`src/rtl/core/rwv_pkg.sv`:
```
// Shared constants, command/status types and width helpers for the rolling window volatility block.
package rwv_pkg;

  localparam int DEF_WINDOW_DEPTH = 64;
  localparam int SAMPLE_W         = 24;
  localparam int COUNT_OUT_W      = 7;
  localparam int VAR_W            = 48;
  localparam int VOL_W            = 32;
  localparam int WL_W             = 7;
  localparam int PPY_W            = 16;
  localparam int CFG_IDX_W        = 1;
  localparam int CFG_DATA_W       = 16;
  localparam int SQRT_W           = 64;
  localparam int SQRT_STEPS       = 32;

  localparam logic [WL_W-1:0]      WL_RESET  = 7'd64;
  localparam logic [PPY_W-1:0]     PPY_RESET = 16'd252;
  localparam logic [CFG_IDX_W-1:0] REG_WINDOW_LENGTH = 1'b0;
  localparam logic [CFG_IDX_W-1:0] REG_PERIODS       = 1'b1;

  localparam logic OP_ADD   = 1'b0;
  localparam logic OP_CLEAR = 1'b1;

  // count register width: holds 0..depth
  function automatic int cnt_w(input int depth);
    return $clog2(depth + 1);
  endfunction

  // signed window sum width
  function automatic int sum_w(input int depth);
    return SAMPLE_W + $clog2(depth);
  endfunction

  // unsigned square sum width
  function automatic int sq_w(input int depth);
    return 2 * SAMPLE_W - 1 + $clog2(depth);
  endfunction

  // width of n*Q - S*S
  function automatic int num_w(input int depth);
    return cnt_w(depth) + sq_w(depth);
  endfunction

  typedef struct packed {
    logic take;
    logic clear;
    logic rd_old;
    logic drop_sq;
    logic drop_upd;
    logic add_sq;
    logic add_upd;
    logic mul;
    logic div_var_ld;
    logic div_step;
    logic var_cap;
    logic sqrt_ld;
    logic sqrt_step;
    logic mean_ld;
    logic mean_fin;
    logic out_load;
  } cmd_t;

  typedef struct packed {
    logic is_clear;
    logic full;
    logic two_plus;
  } sts_t;

endpackage

```
`src/rtl/core/rwv_ctrl.sv`:
```
// Sequencer for one request: window update, serial divide, serial square root, output load.
module rwv_ctrl #(
  parameter int WINDOW_DEPTH = rwv_pkg::DEF_WINDOW_DEPTH
) (
  input  logic           clk,
  input  logic           rst_n,
  input  logic           in_valid,
  output logic           in_ready,
  input  logic           out_ready,
  output logic           out_valid,
  input  rwv_pkg::sts_t  sts,
  output rwv_pkg::cmd_t  cmd
);

  localparam int NW   = rwv_pkg::num_w(WINDOW_DEPTH);
  localparam int SW   = rwv_pkg::sum_w(WINDOW_DEPTH);
  localparam int CNTW = $clog2(NW);

  localparam logic [3:0] ST_IDLE = 4'd0;
  localparam logic [3:0] ST_CLR  = 4'd1;
  localparam logic [3:0] ST_CHK  = 4'd2;
  localparam logic [3:0] ST_DRP1 = 4'd3;
  localparam logic [3:0] ST_DRP2 = 4'd4;
  localparam logic [3:0] ST_ADD1 = 4'd5;
  localparam logic [3:0] ST_ADD2 = 4'd6;
  localparam logic [3:0] ST_MUL  = 4'd7;
  localparam logic [3:0] ST_SUB  = 4'd8;
  localparam logic [3:0] ST_DVV  = 4'd9;
  localparam logic [3:0] ST_PRD  = 4'd10;
  localparam logic [3:0] ST_SQS  = 4'd11;
  localparam logic [3:0] ST_MNI  = 4'd12;
  localparam logic [3:0] ST_DVM  = 4'd13;
  localparam logic [3:0] ST_MNF  = 4'd14;
  localparam logic [3:0] ST_OUT  = 4'd15;

  logic [3:0]      state_r, state_nxt;
  logic [CNTW-1:0] cnt_r, cnt_nxt;
  logic            out_valid_r, out_valid_nxt;

  always_comb begin
    state_nxt     = state_r;
    cnt_nxt       = cnt_r;
    cmd           = '0;
    in_ready      = 1'b0;
    out_valid_nxt = out_valid_r && !out_ready;
    case (state_r)
      ST_IDLE: begin
        in_ready = 1'b1;
        if (in_valid) begin
          cmd.take  = 1'b1;
          state_nxt = ST_CLR;
        end
      end
      ST_CLR: begin
        if (sts.is_clear) begin
          cmd.clear = 1'b1;
          state_nxt = ST_OUT;
        end else begin
          state_nxt = ST_CHK;
        end
      end
      ST_CHK: begin
        if (sts.full) begin
          cmd.rd_old = 1'b1;
          state_nxt  = ST_DRP1;
        end else begin
          state_nxt = ST_ADD1;
        end
      end
      ST_DRP1: begin
        cmd.drop_sq = 1'b1;
        state_nxt   = ST_DRP2;
      end
      ST_DRP2: begin
        cmd.drop_upd = 1'b1;
        state_nxt    = ST_ADD1;
      end
      ST_ADD1: begin
        cmd.add_sq = 1'b1;
        state_nxt  = ST_ADD2;
      end
      ST_ADD2: begin
        cmd.add_upd = 1'b1;
        state_nxt   = ST_MUL;
      end
      ST_MUL: begin
        cmd.mul   = 1'b1;
        state_nxt = ST_SUB;
      end
      ST_SUB: begin
        if (sts.two_plus) begin
          cmd.div_var_ld = 1'b1;
          cnt_nxt        = CNTW'(NW - 1);
          state_nxt      = ST_DVV;
        end else begin
          state_nxt = ST_MNI;
        end
      end
      ST_DVV: begin
        cmd.div_step = 1'b1;
        cnt_nxt      = cnt_r - 1'b1;
        if (cnt_r == '0) begin
          state_nxt = ST_PRD;
        end
      end
      ST_PRD: begin
        cmd.var_cap = 1'b1;
        cmd.sqrt_ld = 1'b1;
        cnt_nxt     = CNTW'(rwv_pkg::SQRT_STEPS - 1);
        state_nxt   = ST_SQS;
      end
      ST_SQS: begin
        cmd.sqrt_step = 1'b1;
        cnt_nxt       = cnt_r - 1'b1;
        if (cnt_r == '0) begin
          state_nxt = ST_MNI;
        end
      end
      ST_MNI: begin
        cmd.mean_ld = 1'b1;
        cnt_nxt     = CNTW'(SW - 1);
        state_nxt   = ST_DVM;
      end
      ST_DVM: begin
        cmd.div_step = 1'b1;
        cnt_nxt      = cnt_r - 1'b1;
        if (cnt_r == '0) begin
          state_nxt = ST_MNF;
        end
      end
      ST_MNF: begin
        cmd.mean_fin = 1'b1;
        state_nxt    = ST_OUT;
      end
      ST_OUT: begin
        if (!out_valid_r || out_ready) begin
          cmd.out_load  = 1'b1;
          out_valid_nxt = 1'b1;
          state_nxt     = ST_IDLE;
        end
      end
      default: begin
        state_nxt = ST_IDLE;
      end
    endcase
  end

  always_ff @(posedge clk) begin
    if (!rst_n) begin
      state_r     <= ST_IDLE;
      cnt_r       <= '0;
      out_valid_r <= 1'b0;
    end else begin
      state_r     <= state_nxt;
      cnt_r       <= cnt_nxt;
      out_valid_r <= out_valid_nxt;
    end
  end

  assign out_valid = out_valid_r;

endmodule

```
`config.mk`:
```
export PLATFORM = sky130hd
export DESIGN_NAME = rwv_ctrl
export DESIGN_NICKNAME = d
export VERILOG_FILES = /design/src/rtl/core/rwv_pkg.sv /design/src/rtl/core/rwv_ctrl.sv
export SDC_FILE = /design/constraint.sdc
export NUM_CORES = 1
export LEC_CHECK = 0
export ABC_AREA = 1
export BUFFER_PORTS_ARGS = -buffer_cell sky130_fd_sc_hd__buf_2
export CORE_MARGIN = 4
export CORE_UTILIZATION = 53
export CTS_CLUSTER_SIZE = 16
export DETAILED_ROUTE_END_ITERATION = 8
export PLACE_DENSITY = 0.82
export SYNTH_ARGS = -nofsm -noshare
export SYNTH_HDL_FRONTEND = slang
export SYNTH_SLANG_ARGS = --single-unit
```
`constraint.sdc`:
```
create_clock -name clk -period 1.9 [get_ports clk]
set_input_delay 0.19 -clock clk [delete_from_list [all_inputs] [get_ports clk]]
set_output_delay 0.19 -clock clk [all_outputs]
set_load 0.02 [all_outputs]
```
* After elaboration in Yosys (flattened, before gate mapping)
Cells that the tools add are included.
Storage, ports and cells: register bits 11, bits in latches 0, RAM bits 0, memory bits (read-only) 0, input port bits 7, logic and storage cells 70, memories kept 0
Operators by class: $add $sub $neg 1, multipliers 0, div/mod/pow operators 0, magnitude comparators 0, eq/ne operators 21, shifts and indexed selects 0, multiplexer cells 34, bitwise gates (word level) 0, reductions and logical operators 11
Operator list (number):
- 4-bit case mux with 16 select lines | 1
- 4-bit == test (second input constant) | 8
- 4-bit two-way mux | 6
- 6-bit case mux with 4 select lines | 1
- 1-bit two-way mux | 22
- 4-bit by 3-bit == test with 1-bit output (second input constant) | 4
- 2-bit inequality test (second input constant) | 6
- 4-bit by 2-bit == test with 1-bit output (second input constant) | 2
- 6-bit zero test | 1
- 3-bit two-way mux | 2
- 6-bit two-way mux | 1
- 6-bit by 1-bit subtractor with 6-bit output (second input constant) | 1
- 5-bit AND reduction | 1
- 4-bit by 1-bit == test with 1-bit output (second input constant) | 1
- 4-bit zero test | 1
- 4-bit nonzero test | 1
- 3-bit OR reduction | 1
- 1-bit zero test | 2
- 2-bit two-way mux | 1
- 2-bit AND reduction | 1
- 2-bit OR reduction | 1
- 1-bit logical AND | 1
- 1-bit logical OR | 1

* Logic depth before layout (Yosys ltp)
Gate-level depths: netlist of the first run.
depth in word-level cells 4, gate-level depth with buffers 8

* Worst setup path after synthesis of the first run
OpenSTA, ideal clock, no wires.
kind reg-to-output, start point register state_r[3], end point output cmd[15] in the netlist's numbering, data arrival time 1.176 ns, required time 1.710 ns, path slack 0.534 ns, cell stages (with the launch flop) 6, path buffers 0, cell sequence dfxtp_1 > inv_2 > nand2_2 > nor2_2 > inv_1 > nor2_1
RTL lines:
- start: declaration | RTL line rwv_ctrl.sv:36 | logic [3:0] state_r, state_nxt;
- start signal: assignment | RTL line rwv_ctrl.sv:154 | state_r <= state_nxt;
- end: declaration | RTL line rwv_ctrl.sv:12 | output rwv_pkg::cmd_t cmd

==> results.py, run 1 <==
metrics = {
    "setup_path": {
        "crit_path_top_delay_cell": "dfxtp_1",
        "path_delay_family": "buffers and inverters",
        "worst-path-buf-inv": 3,
        "rr_startpoint": "state_r[3]",
        "crit_required_ns": 1.71,
        "cp_max_fo": 7,
        "worstPathCellList": "inv_2 > nand2_2 > nor2_2 > inv_1 > nor2_1 > buf_2",
        "r2r_cells": 7,
        "cp.depth": 6,
        "crit_path_end": "cmd[15]",
        "startpoint_type": "flop",
        "r2r-end": "cnt_r[0]",
        "startpoint": "state_r[3]",
        "slowest_delay_ns": 0.37,
        "crit_arrival_ns": 1.36,
        "endpoint_kind": "output pin",
        "path_class": "flop to output pin",
        "rrSetupSlack_ns": 0.57,
    },
    "drt": {
        "wl_met3_um": 185,
        "wl_per_cell_um": 11.48,
        "drt_wl_total_um": 2067,
        "drc": 0,
        "viasPerCell": 4.972,
        "top_layer_used": "met3",
        "met2_length_um": 924,
        "postRouteAntennaNets": 0,
        "drtIter0Drc": 48,
        "dr.pass1.iters": 4,
        "num_vias": 895,
        "wl_met1_um": 957,
    },
    "synth": {
        "yosysTopAreaCellShare_pct": 26.79,
        "synth_top_cell_by_area": "dfxtp_1",
        "yosysWarningCount": 0,
        "synth.area.top_cells": "dfxtp_1, nand2_1, nor2_1",
        "netlist_area_um2": 822.0,
        "synth_nets": 147,
        "syn_area_per_cell_um2": 5.957,
        "seq_area_frac_synth_pct": 26.79,
        "synth_seq_cells": 11,
        "syn_inst": 138,
        "synth_cell_types": 19,
    },
    "sta": {
        "post-route-period-util_pct": 81.62,
        "hold_viol": 0,
        "relSlewSlack_pct": 68.70,
        "fin_setup_tns_ns": 0,
        "min_period_ns": 1.551,
        "finalMaxSlewViolations": 0,
        "rsz0062_at_grt": "false",
        "setup_viol": 0,
        "max_freq_mhz": 644.8,
        "clock_skew_ns": 0.003874,
        "worstMarginPinSlew_ns": 0.4659,
    },
    "clock_tree": {
        "clk_latency_ns": 0.27,
        "numCtsBuffers": 3,
        "numClockSinks": 11,
        "cts_max_level": 1,
        "cts_tree": "done",
        "cts_root_buf": "clkbuf_4",
        "worst_setup_hold_path_clk_slew_ns": 0.07,
        "cts_setup_buffers": 0,
        "clockBufferDepth": 2,
        "cts_resized": 0,
        "hold_buffers": 0,
    },
    "run_status": {
        "status": "finished clean",
    },
    "die": {
        "fp.dieW_um": 47.38,
        "start_util_pct": 59.46,
        "die_h_um": 47.38,
        "dieArea_um2": 2245,
        "row_count": 13,
        "fp.coreArea_um2": 1383,
        "pin_count": 25,
    },
    "pwr": {
        "irDropWorstVdd_mv": 0.7496,
        "cellPowerDensity_nw_per_um2": 1355,
        "total_leakage_power_uw": 0.0005472,
    },
    "global_route": {
        "grt_pass1_wl_um": 3470,
        "grt_overflow": 0,
        "antenna_found_initial": 0,
        "grt_pass1_vias": 787,
        "grt_max_degree": 8,
        "grt_use_total_pct": 21.76,
    },
    "placed_design": {
        "dpl.cell_count": 176,
        "gp_congestion": 0.8694,
        "io_buffers": 24,
        "hpwl_um": 1691,
    },
    "worst_hold_path": {
        "hold_class": "input port to flop",
    },
    "finish": {
        "fin_cells": 180,
        "drive_gt1_share_pct": 27.88,
        "fillerInstances": 117,
        "areaGrowthSynthToFinish_pct": 19.18,
        "nets": 175,
        "diodes": 0,
    },
    "job": {
        "cap_violations": 0,
    },
}
## per-stage QoR
stage | worst slack (ns) | total power, µW | hold slack (ns) | cell area, µm² | utilization, %
after floorplan | 0.5341 | 975.5 | 0.3284 | 822.0 | -
after global placement | 0.6273 | 1148 | 0.4650 | 953.4 | 68.96
after detailed placement | 0.5553 | 1169 | 0.4803 | 953.4 | 68.96
after CTS | 0.3545 | 1327 | 0.1975 | 979.7 | 70.86
after global routing | 0.1954 | 1462 | 0.2100 | 979.7 | 70.86
final | 0.3492 | 1327 | 0.2066 | 979.7 | 70.86
## final cells by class
cell class / count / area, µm² / share of cell area [%]
Clock buffer: 4 / 26.28 / 2.682
Inverter: 25 / 93.84 / 9.579
Sequential cell: 11 / 220.2 / 22.48
Timing Repair Buffer: 24 / 120.1 / 12.26
Multi-Input combinational cell: 101 / 500.5 / 51.09
Tap cell: 15 / 18.77 / 1.916
## cells in the final DEF (no fill, tap or decap)
cell type  count
xor2_1         3
o21bai_1       1
nor2_2         6
buf_2         24
clkbuf_4       3
nor2_1        24
clkbuf_1       1
nand4_1        1
nand2_1       27
a31oi_1        1
inv_1         21
o21ai_0        7
a21oi_1        9
nand3_2        1
nand3_1        9
inv_2          4
nor2_4         1
nor3_1         2
dfxtp_1       11
nand2_2        7
ha_1           2
## layer usage
metal,vias up,global-route usage [%]
met5,-,0
met4,0,1.657
met3,0,7.280
met2,37,33.16
met1,380,30.91
li1,478,-
## power breakdown
group | switching, µW | internal, µW | leakage (µW)
combinational | 520 | 266 | 0.000443
clock | 75.6 | 81.2 | 0.0000150
sequential | 88.2 | 297 | 0.0000895
total | 684 | 643 | 0.000547
## cells in the mapped netlist
cell and number:
nand2_1 27, nor2_1 24, inv_1 21, dfxtp_1 11, a21oi_1 9, nand3_1 9
nand2_2 7, o21ai_0 7, nor2_2 6, inv_2 4, xor2_1 3, ha_1 2
nor3_1 2, a31oi_1 1, buf_4 1, nand3_2 1, nand4_1 1, nor2_4 1
o21bai_1 1
## worst min-delay path by stage
stage	start	endpoint	slack, ns	depth (start not counted)
3_3_place_gp	cnt_r[0]	cnt_r[0]	0.47	1
4_1_cts	rst_n	cnt_r[5]	0.20	3
6_report	rst_n	cnt_r[4]	0.21	3
2_1_floorplan	rst_n	cnt_r[0]	0.33	2
5_1_grt	rst_n	cnt_r[5]	0.21	3
3_5_place_dp	rst_n	cnt_r[5]	0.48	3
## worst reg2reg max path, delay by kind of cell (launching register included)
family,cells,cell delay [ns]
AO/OA/AOI/OAI,2,0.24
AND/OR/NAND/NOR,3,0.35
flip-flops,1,0.44
buffers and inverters,2,0.17
## registers in the layout (all words and copies together) (netlist names)
name       cells
out_valid      1
cnt_r          6
state_r        4
## cell families (layout without fill, tap and decap cells)
kind of cell,after synthesis,after routing,share of synthesized area [%]
adder cells (fa/ha/maj),2,2,3.044
XOR/XNOR,3,3,3.197
flip-flops,11,11,26.79
AO/OA/AOI/OAI,18,18,11.42
buffers and inverters,26,53,12.33
AND/OR/NAND/NOR,78,78,43.23
Power figures use the tool's default switching activity.
==> inputs of run 2 (changes only) <==
- ABC_AREA: 1 -> 0
- CORE_ASPECT_RATIO: not set -> 1.2
- CORE_UTILIZATION: 53 -> 50
- PLACE_DENSITY: 0.82 -> 0.78
- clock period: 1.9 -> 1.5 ns (I/O delays scaled with it)
==> results.py, run 2 <==
metrics = {
    "global_route": {
        "grt_max_degree": 19,
        "grt_pass1_vias": 893,
        "antenna_found_initial": 0,
        "grt_pass1_wl_um": 3857,
        "grt_use_total_pct": 22.22,
        "grt_overflow": 0,
    },
    "sta": {
        "setup_ws_ns": -0.02723,
        "fin_setup_tns_ns": -0.05256,
        "finalMaxSlewViolations": 0,
        "hold_viol": 0,
        "setup_viol": 2,
        "post-route-period-util_pct": 101.8,
        "clock_skew_ns": 0.004136,
        "rsz0062_at_grt": "true",
        "max_freq_mhz": 654.8,
        "relSlewSlack_pct": 74.35,
        "worstMarginPinSlew_ns": 0.3818,
        "hold-worst-slack_ns": 0.1434,
        "min_period_ns": 1.527,
    },
    "synth": {
        "yosysTopAreaCellShare_pct": 26.39,
        "synthAdderAreaFrac_pct": 2.999,
        "synth-simple-area-share_pct": 35.83,
        "synth_edf_count": 0,
        "synth.area.top_cells": "dfxtp_1, nor2_1, a21oi_1",
        "netlist_area_um2": 834.6,
        "synthTopCellsByCount": "nor2_1, nand2_1, dfxtp_1",
        "synth_top_family_by_area": "simple AND/OR/NAND/NOR gates",
        "synth_nets": 127,
        "synth_most_common_cell": "nor2_1",
        "synth_ff_type": "dfxtp_1",
        "synth_compound_area_share_pct": 24.29,
        "syn_inst": 118,
        "muxShareOfSynthArea_pct": 0,
        "synth_cell_types": 42,
        "synthXorXnorAreaFrac_pct": 1.049,
        "synth_top_cell_by_area": "dfxtp_1",
        "syn_area_per_cell_um2": 7.072,
        "seq_area_frac_synth_pct": 26.39,
        "async_flop_share_pct": 0,
        "synth_seq_cells": 11,
        "yosysWarningCount": 0,
    },
    "clock_tree": {
        "cts_root_buf": "clkbuf_4",
        "cts_tree": "done",
        "clk_latency_ns": 0.28,
        "worst_setup_hold_path_clk_slew_ns": 0.07,
        "cts_max_level": 1,
        "clockBufferDepth": 2,
        "numClockSinks": 11,
        "numCtsBuffers": 3,
    },
    "drt": {
        "wl_per_cell_um": 16.54,
        "drc": 0,
        "viasPerCell": 6.105,
        "dr.pass1.iters": 5,
        "drtIter0Drc": 36,
        "drt_wl_total_um": 2829,
        "postRouteAntennaNets": 0,
        "num_vias": 1044,
    },
    "setup_path": {
        "crit_path_top_delay_cell": "dfxtp_2",
        "startpoint_type": "flop",
        "path_class": "flop to flop",
        "slowest_delay_ns": 0.34,
        "worst-path-buf-inv": 1,
        "path_delay_family": "compound AO/OA/AOI/OAI gates",
        "endpoint_kind": "flop",
        "crit_arrival_ns": 1.70,
        "crit_required_ns": 1.68,
        "crit_top_cell": "a21boi_1",
        "cp_max_fo": 7,
        "worstPathCellList": "buf_6 > a21boi_1 > and2_1 > a21boi_1 > o2111a_1",
    },
    "finish": {
        "multiInputGateArea_um2": 600.6,
        "diodes": 0,
        "final_cell_mix": "buf_2, buf_4, nor2_1",
        "areaGrowthSynthToFinish_pct": 43.48,
        "largest_reg_flops": 6,
        "nets": 164,
        "drive_gt1_share_pct": 39.61,
        "fillerInstances": 114,
        "largest-register": "cnt_r",
        "register_area_um2": 227.7,
        "final_common_cell": "buf_2",
    },
    "pwr": {
        "irDropWorstVdd_mv": 1.307,
        "cellPowerDensity_nw_per_um2": 2248,
        "total_leakage_power_uw": 0.0005693,
        "finalPower_uw": 2692,
    },
    "die": {
        "fp.coreArea_um2": 1501,
        "die_h_um": 52.76,
        "fp.dieW_um": 45.30,
        "dieArea_um2": 2390,
        "row_count": 15,
        "pin_count": 25,
        "start_util_pct": 55.58,
    },
    "placed_design": {
        "place_ws_ns": 0.03867,
        "io_buffers": 24,
        "gp_congestion": 0.8630,
        "hpwl_um": 1671,
    },
    "run_status": {
        "violations": "setup timing",
        "status": "finished, violations left",
    },
    "job": {
        "cap_violations": 0,
    },
    "worst_hold_path": {
        "hold_class": "input port to flop",
    },
}
==> run 2: cell count changes after synthesis, moves of 4 or more <==
| cell | delta |
|---|---|
| nand2_2 | -7 |
| nand3_1 | -7 |
| nor2_2 | -6 |
| o21ai_0 | -7 |
| inv_2 | -4 |
| inv_1 | -13 |
| nor2_1 | -9 |
| nand2b_1 | +4 |
| nand2_1 | -14 |
| and2_1 | +4 |
==> run 2: stage by stage <==
step | util [%] | instance area, µm² | instances
2_1_floorplan | - | 852.1 | 118
3_3_place_gp | 67.50 | 1013 | 160
3_5_place_dp | 67.50 | 1013 | 160
4_1_cts | 74.58 | 1120 | 168
5_1_grt | 79.75 | 1197 | 171
6_report | 79.75 | 1197 | 171
==> run 2: worst paths after layout <==
kind	from	to	slack, ns	cells after the start
worst max register to register	state_r[1]	cnt_r[5]	-0.03	5
worst max-delay path	state_r[1]	cnt_r[5]	-0.03	5
worst min register to register	out_valid	out_valid	0.49	2
worst min-delay path	out_ready	out_valid	0.14	3
==> run 2: cell type report <==
type	instances	area share, %
well taps	17	1.776
inverters	8	2.508
flip-flops and latches	11	19.02
clock buffers	4	2.194
repair buffers	41	24.35
multi-input cells	90	50.16
==> run 2: metal layers <==
metal / wire length (µm) / up-vias / track usage, % / part of all wire [%]
met5: 0 / - / 0 / 0
met2: 1374 / 54 / 38.68 / 49
li1: - / 490 / - / -
met1: 1134 / 483 / 25.77 / 40
met3: 170 / 17 / 4.467 / 6.0
met4: 148 / 0 / 8.780 / 5.2
==> run 2: tightest hold or removal path, cell delays in order <==
cell and delay (ns):
buf_2 0.08, nand2b_1 0.09, a21oi_1 0.05
==> run 2: cells by family (layout without fill, tap and decap cells) <==
| logic type | Yosys count | after routing |
|---|---|---|
| AO/OA/AOI/OAI | 29 | 29 |
| XOR/XNOR | 1 | 1 |
| adder cells (fa/ha/maj) | 2 | 2 |
| buffers and inverters | 17 | 53 |
| flip-flops | 11 | 11 |
| AND/OR/NAND/NOR | 58 | 58 |
==> run 2: power by group <==
group	internal [µW]	total, µW	switching [µW]
logic	901	1940	1040
clock network	103	215	112
registers	420	532	112
==> run 2: timing repair <==
action	4_1_cts	5_1_grt
gates resized for setup	12	17
setup buffers	4	3
hold buffers	0	0
pin swaps	1	4
endpoints found under the setup margin	10	15
gates cloned	0	0
